==> config.mk <==
export PLATFORM = sky130hd
export DESIGN_NAME = mp2d_cell
export DESIGN_NICKNAME = d
export VERILOG_FILES = /design/src/design/mp2d_pkg.sv /design/src/design/mp2d_cell.sv
export SDC_FILE = /design/constraint.sdc
export NUM_CORES = 1
export LEC_CHECK = 0
export BUFFER_PORTS_ARGS = -buffer_cell sky130_fd_sc_hd__buf_2
export CAP_MARGIN = 20
export CORE_ASPECT_RATIO = 2
export CORE_MARGIN = 2
export CORE_UTILIZATION = 55
export CTS_CLUSTER_DIAMETER = 60
export DETAILED_ROUTE_END_ITERATION = 12
export GPL_TIMING_DRIVEN = 1
export PLACE_DENSITY = 0.86
export SKIP_CTS_REPAIR_TIMING = 1
export SLEW_MARGIN = 0
export SYNTH_ARGS = -nofsm -noshare
export SYNTH_HDL_FRONTEND = slang
export SYNTH_SLANG_ARGS = --single-unit
==> constraint.sdc <==
create_clock -name clk -period 22.1 [get_ports clk]
set_input_delay 2.21 -clock clk [delete_from_list [all_inputs] [get_ports clk]]
set_output_delay 2.21 -clock clk [all_outputs]
set_load 0.005 [all_outputs]
==> src/design/mp2d_pkg.sv <==
`timescale 1ns / 1ps
package mp2d_pkg;

  localparam int PLANE_REG_BITS = 11;
  localparam int WIN_REG_BITS   = 3;
  localparam int CFG_INDEX_BITS = 3;

  typedef enum logic [CFG_INDEX_BITS-1:0] {
    REG_PLANE_HEIGHT  = 3'd0,
    REG_PLANE_WIDTH   = 3'd1,
    REG_WINDOW_HEIGHT = 3'd2,
    REG_WINDOW_WIDTH  = 3'd3,
    REG_STEP_ROWS     = 3'd4,
    REG_STEP_COLS     = 3'd5
  } reg_index_t;

  typedef enum logic [1:0] {
    ST_IDLE,
    ST_LOAD,
    ST_COL,
    ST_OUT
  } state_t;

  // per-cycle commands shared by every column cell
  typedef struct packed {
    logic shift;
    logic calc;
  } cell_ctl_t;

endpackage

==> src/design/mp2d_cell.sv <==
`timescale 1ns / 1ps
module mp2d_cell #(
  parameter int DATA_BITS  = 32,
  parameter int MAX_WINDOW = 4
) (
  input  logic                                clk,
  input  mp2d_pkg::cell_ctl_t                 ctl,
  input  logic [$clog2(MAX_WINDOW+1)-1:0]     kh,
  input  logic [MAX_WINDOW*DATA_BITS-1:0]     col_in,
  output logic [MAX_WINDOW*DATA_BITS-1:0]     col_out,
  output logic signed [DATA_BITS-1:0]         best_val,
  output logic [$clog2(MAX_WINDOW)-1:0]       best_row
);
  import mp2d_pkg::*;

  localparam int KB = $clog2(MAX_WINDOW + 1);
  localparam int WB = $clog2(MAX_WINDOW);
  localparam logic signed [DATA_BITS-1:0] START = {1'b1, {(DATA_BITS-2){1'b0}}, 1'b1};

  // entry 0 holds the newest row, higher entries hold older rows
  logic [MAX_WINDOW*DATA_BITS-1:0] col;
  logic signed [DATA_BITS-1:0]     best_c;
  logic [WB-1:0]                   row_c;

  assign col_out = col;

  always_ff @(posedge clk) begin
    if (ctl.shift) begin
      col <= col_in;
    end
    if (ctl.calc) begin
      best_val <= best_c;
      best_row <= row_c;
    end
  end

  // walk window rows top to bottom; strict compare keeps the first maximum
  always_comb begin
    logic signed [DATA_BITS-1:0] v;
    logic [KB-1:0]               idx;
    best_c = START;
    row_c  = '0;
    for (int k = MAX_WINDOW - 1; k >= 0; k--) begin
      v   = signed'(col[k*DATA_BITS +: DATA_BITS]);
      idx = kh - KB'(k) - KB'(1);
      if ((KB'(k) < kh) && (v > best_c)) begin
        best_c = v;
        row_c  = idx[WB-1:0];
      end
    end
  end

endmodule

==> results of run 1 <==
[worst max-delay path: cells and delay by family]
kind	cells	cell delay [ns]
adder cells (fa/ha/maj)	3	0.84
buffers and inverters	4	1.08
multiplexers	1	0.36
AO/OA/AOI/OAI	12	3.30
AND/OR/NAND/NOR	10	4.21
[Yosys cell counts (2+ instances only)]
cell,n
buf_6,5
ha_1,96
nor2b_1,5
a21boi_1,2
o211ai_1,35
a21oi_1,45
nand2b_1,3
nor4_1,11
clkbuf_1,15
o21ai_0,40
o31ai_2,2
nor3_1,3
edfxtp_1,162
a31oi_1,3
o31ai_1,3
a22o_1,30
inv_1,7
a221o_1,3
nand2_1,50
a21boi_0,2
o21a_1,61
nand4_1,18
and4_1,5
nor2_1,10
o21ai_1,32
nand3_1,7
buf_2,11
a21o_1,10
[worst min-delay path by stage]
stage | start | end | slack, ns | cells past startpoint
after floorplan | col_out[1] | best_val[1] | 0.60 | 1
after global placement | col_out[3] | best_val[3] | 0.60 | 1
after detailed placement | col_out[0] | best_val[0] | 0.60 | 1
after CTS | col_out[21] | best_val[21] | 0.62 | 1
after global routing | col_out[0] | best_val[0] | 0.64 | 1
final | col_out[0] | best_val[0] | 0.62 | 1
[power by group through the flow]
stage | Combinational, mW | Clock (mW) | Sequential, mW
6_report | 0.333 | 0.288 | 0.419
2_1_floorplan | 0.215 | 0 | 0.420
4_1_cts | 0.328 | 0.290 | 0.419
3_5_place_dp | 0.325 | 0 | 0.425
5_1_grt | 0.368 | 0.300 | 0.422
3_3_place_gp | 0.314 | 0 | 0.425
[layout by cell type (no fill, tap or decap), types with 5 or more instances in the layout]
master,count
and4_1,5
buf_4,6
nand4_1,18
clkbuf_16,17
nand2_1,50
o21ai_1,32
a21oi_1,44
a21o_1,10
buf_2,294
nor4_1,11
ha_1,96
o211ai_1,35
nor2_1,10
nor2b_1,5
nand3_1,7
o21ai_0,40
o21a_1,61
edfxtp_1,162
inv_1,7
a22o_1,30
[state kept, by name, summed over array words and instances, names as in the netlist]
| register | count |
|---|---|
| col_out | 128 |
| best_row | 2 |
| best_val | 32 |
[metal layers]
metal / up-vias / GRT usage [%] / part of all wire (%)
li1: 3418 / - / -
met1: 3585 / 32.94 / 33
met2: 444 / 54.10 / 52
met3: 109 / 7.354 / 8.3
met4: 0 / 20.41 / 6.4
met5: - / 0 / 0
[through the flow]
stage | setup WS (ns) | cell area, um2
after floorplan | 12.97 | 8791
after global placement | 9.911 | 10390
after detailed placement | 9.727 | 10390
after CTS | 10.10 | 10970
after global routing | 9.803 | 10990
final | 10.22 | 10990
[cell families after synthesis]
| group | count (synthesis) |
|---|---|
| AO/OA/AOI/OAI | 281 |
| adder cells (fa/ha/maj) | 96 |
| buffers and inverters | 39 |
| flip-flops | 162 |
| multiplexers | 1 |
| AND/OR/NAND/NOR | 122 |
[final cells by class]
type                       count  area (um2)
clock buffer                  17       425.4
multi-input combinational    500        3732
fill                        1159        4702
tap                          201       251.5
inverter                       7       26.28
timing repair buffer         301        1544
clock inverter                15       150.1
sequential                   162        4865
==> impl_metrics.yaml, run 1 <==
status:
  outcome: "finished clean"
logic_synthesis:
  synthMuxAreaShare_pct: 0.1281
  yosysSeqAreaShare_pct: 55.34
  syn_avg_cell_area_um2: 12.54
  synth_area_um2: 8791
  synth_flop_cell: "edfxtp_1"
  netlist_instances: 701
  syn_nets: 931
  synth_edf_count: 162
  yosysTopAreaCell: "edfxtp_1"
  synth_top_area_share_pct: 55.34
  synthArstFlopShare_pct: 0
  synth_top_family_by_area: "compound AO/OA/AOI/OAI gates"
  yosys.area_share.simple_pct: 7.173
  synth-seq-cells: 162
  synth_compound_area_share_pct: 21.45
  synth_xor_area_share_pct: 0
  ys_warn_count: 0
  ys_types: 53
  yosys.area_share.adder_pct: 13.66
  ys_top_cells_by_area: "edfxtp_1 55%, ha_1 14%, o21a_1 5.2%"
grt:
  grt_max_degree: 94
  overflow: 0
  antenna_found_initial: 0
  grt_pass1_vias: 7627
  grt.total_usage_pct: 31.14
  grt_first_pass_wirelength_mm: 39.99
drt:
  route.vias.total: 7556
  drt_iter0_markers: 596
  drc_errors: 0
  wl_per_cell_um: 21.90
  drtAntennaViolNets: 0
  drt-vias-per-instance: 6.281
  drt_wl_total_mm: 26.34
  dr.pass1.iters: 6
clock_network:
  clock_path_buffers: 2
  clockRootBuffer: "clkbuf_16"
  cts_tree: "done"
  cts.clk_slew.worst_paths_ns: 0.07
  numCtsBuffers: 17
  htreeDepth: 4
  clock_latency_ns: 0.44
  clkSinkCount: 162
final_layout:
  fin_cells: 1203
  area_delta_synth_final_pct: 25.06
  antenna_cells: 0
  layout.nets: 1219
  drive_gt1_share_pct: 34.03
  fin_util_pct: 70.04
power:
  swShare_pct: 33.22
  vdd_ir_drop_max_mv: 0.06984
  p_per_area_nw_per_um2: 94.60
  switchingPower_uw: 345.5
  p_int_uw: 694.5
  pwr-share-comb_pct: 32.0
  power_mw: 1.040
  seqPwrFrac_pct: 40.3
  power_leakage_nw: 4.608
  p_clk_share_pct: 27.7
setup_path:
  crit_type: "in -> reg"
  crit_path_max_incr_delay_ns: 0.81
  startpoint: "kh[2]"
  cpMaxStageDelayCell: "or2_4"
  cp_max_fo: 93
  r2r_slack_ns: 11.07
  r2r_cells: 32
  cp.arrival_ns: 12.07
  critPathCaptureType: "flip-flop"
  setup.worst_path.end: "best_val[0]"
  worstReg2RegStart: "col_out[114]"
  reg2reg_to: "best_val[0]"
  required_ns: 22.29
  start_kind: "input port"
sta:
  tightestPinTransition_ns: 1.118
  holdWs_ns: 0.6192
  final-setup-viol-count: 0
  setup_tns_ns: 0
  rsz0062_at_grt: "false"
  slew_headroom_pct: 25.38
  skew_ns: 0.008839
  fmax_mhz: 84.17
  slew_violations: 0
  finalHoldViolations: 0
  timing.final.crit_period_ns: 11.88
  fin_crit_sh_pct: 53.76
run:
  cap_violations: 0
placed_design:
  numPortBuffers: 295
  dp.cells: 1170
  gp_congestion: 0.9086
  place_hpwl_mm: 20.16
floorplan:
  core_um2: 15700
  die_y_um: 182.8
  ioPinCount: 296
  rows: 65
  start_util_pct: 56.01
  die_x_um: 93.40
  die-area_um2: 17070
hold_path:
  hp-class: "reg -> reg"
Note: power is estimated with default switching activity, not from simulation.
==> run 2, diff against run 1 <==
- ABC_AREA: not set -> 1
- CORE_UTILIZATION: 55 -> 52
- PLACE_DENSITY: 0.86 -> 0.81
- clock period: 22.1 -> 11.3 ns (I/O delays scaled with it)
==> impl_metrics.yaml, run 2 <==
logic_synthesis:
  synth_top_area_share_pct: 51.60
  synthTopCellsByCount: "258 x nand2_1, 162 x edfxtp_1, 153 x inv_1"
  synth-seq-cells: 162
  synth_edf_count: 162
  yosysSeqAreaShare_pct: 51.60
  synth_flop_cell: "edfxtp_1"
  ys_types: 31
  ys_top_cells_by_area: "edfxtp_1 52%, ha_1 13%, nand2_1 10%"
  syn_avg_cell_area_um2: 9.447
  ys_warn_count: 0
  syn_nets: 1228
  synth_area_um2: 9428
  yosysTopAreaCell: "edfxtp_1"
  netlist_instances: 998
  yosysMostFrequentCell: "nand2_1"
  synthArstFlopShare_pct: 0
drt:
  dr_wl_met3_mm: 1.814
  drt-vias-per-instance: 5.610
  drt_wl_total_mm: 28.67
  drtAntennaViolNets: 0
  drt_iter0_markers: 570
  wl_per_cell_um: 18.96
  wl_met1_mm: 9.086
  route.vias.total: 8482
  drc_errors: 0
  dr.pass1.iters: 5
  highest_layer: "met4"
  wl_met2_mm: 15.64
power:
  p_per_area_nw_per_um2: 188.6
  p_int_mw: 1.411
  swShare_pct: 35.96
  switchingPower_uw: 792.4
  power_leakage_nw: 5.852
  seqPwrFrac_pct: 37.5
  p_clk_share_pct: 27.1
  pwr-share-comb_pct: 35.4
  vdd_ir_drop_max_mv: 0.1116
sta:
  fin_crit_sh_pct: 85.91
  tightestPinTransition_ns: 0.9515
  final-setup-viol-count: 0
  timing.final.crit_period_ns: 9.708
  slew_violations: 0
  rsz0062_at_grt: "false"
  slew_headroom_pct: 36.57
  setup_tns_ns: 0
  fmax_mhz: 103.0
  skew_ns: 0.01347
  finalHoldViolations: 0
clock_network:
  clockRootBuffer: "clkbuf_16"
  cts.clk_slew.worst_paths_ns: 0.07
  numCtsBuffers: 17
  clock_latency_ns: 0.44
  htreeDepth: 4
  clock_path_buffers: 2
  clkSinkCount: 162
  cts_tree: "done"
final_layout:
  area_delta_synth_final_pct: 23.92
  drive_gt1_share_pct: 27.35
  largest_reg_flops: 128
  seqCellArea_um2: 4865
  final_cell_mix: "294 x buf_2, 258 x nand2_1, 162 x edfxtp_1"
  fin_cells: 1512
  layout.nets: 1515
  multi_input_area_um2: 3824
  final_common_cell: "buf_2"
  fillers: 1492
setup_path:
  cpMaxStageDelayCell: "nand3_2"
  crit_top_cell: "nand2_1"
  cp_max_fo: 36
  crit_path_max_incr_delay_ns: 0.82
  crit_type: "reg -> reg"
  cp_top_family: "simple AND/OR/NAND/NOR gates"
  start_kind: "flip-flop"
  cp.arrival_ns: 9.90
  cp.buffers_inverters: 8
  required_ns: 11.49
  critPathCaptureType: "flip-flop"
run:
  cap_violations: 0
grt:
  overflow: 0
  grt_max_degree: 77
  antenna_found_initial: 1
  grt_pass1_vias: 8563
  grt.total_usage_pct: 29.91
  grt_first_pass_wirelength_mm: 43.90
floorplan:
  die_y_um: 194.4
  die_x_um: 99.21
  ioPinCount: 296
  start_util_pct: 53.01
  core_um2: 17780
  rows: 69
  die-area_um2: 19290
hold_path:
  hp-class: "reg -> reg"
placed_design:
  dp.cells: 1477
  place_hpwl_mm: 22.78
  gp_congestion: 1.032
  numPortBuffers: 295
status:
  outcome: "finished clean"
[run 2: changes by cell type in the layout (fill, tap and decap cells not counted), moves of 48 or more]
cell	before	now
inv_1	7	153
nand3_1	7	59
nand2_1	50	258
nand4_1	18	78
nor2_1	10	58
o21a_1	61	6
[run 2: worst paths after layout]
kind                                   start      endpoint  slack, ns  cells after the start
worst max-delay path            col_out[122]   best_row[1]       1.59                     43
worst min-delay path             col_out[26]  best_val[26]       0.58                      2
worst max register to register  col_out[122]   best_row[1]       1.59                     43
worst min register to register   col_out[26]  best_val[26]       0.58                      2
[run 2: power by group through the flow]
stage	clock [mW]	sequential [mW]	combinational [mW]
finish	0.598	0.826	0.779
global route	0.628	0.833	0.881
CTS	0.605	0.826	0.767
detailed placement	0	0.839	0.759
global placement	0	0.838	0.737
floorplan	0	0.833	0.493
[run 2: cells by family (layout without fill, tap and decap cells)]
kind of cell | Yosys count | after routing | share of synthesized area (%)
and+or+nand+nor | 479 | 479 | 23.33
adders and majority gates | 96 | 96 | 12.74
buffers and inverters | 186 | 486 | 7.923
other | 0 | 1 | 0
DFF | 162 | 162 | 51.60
AOI/OAI and AO/OA | 75 | 75 | 4.406
[run 2: tightest hold or removal path, cell delays in order, from the launching register on]
cell      delay (ns)
edfxtp_1        0.37
nand2_1         0.06
nand2_1         0.05
[run 2: layout make-up]
type / instances / share of cell area [%]
multi-input cells: 650 / 32.73
clock inverters: 15 / 1.553
inverters: 153 / 4.916
clock buffers: 17 / 3.641
flip-flops and latches: 162 / 41.64
diodes: 1 / 0.02142
well taps: 213 / 2.281
repair buffers: 301 / 13.22
[run 2: per-stage QoR]
step / hold WS [ns] / utilization (%) / cell area, um2 / power [mW] / setup slack, ns
finish: 0.5823 / 65.69 / 11680 / 2.204 / 1.592
global route: 0.6317 / 65.69 / 11680 / 2.342 / 0.8083
CTS: 0.5898 / 65.48 / 11640 / 2.199 / 0.9226
detailed placement: 0.5858 / 62.07 / 11040 / 1.598 / 0.9756
global placement: 0.5805 / 62.07 / 11040 / 1.575 / 1.403
floorplan: 0.5686 / - / 9428 / 1.326 / 5.115
[run 2: per-layer routing]
layer | vias up | track usage (%)
li1 | 3989 | -
met3 | 127 | 5.286
met4 | 0 | 19.89
met2 | 426 | 55.18
met1 | 3940 | 29.56
met5 | - | 0
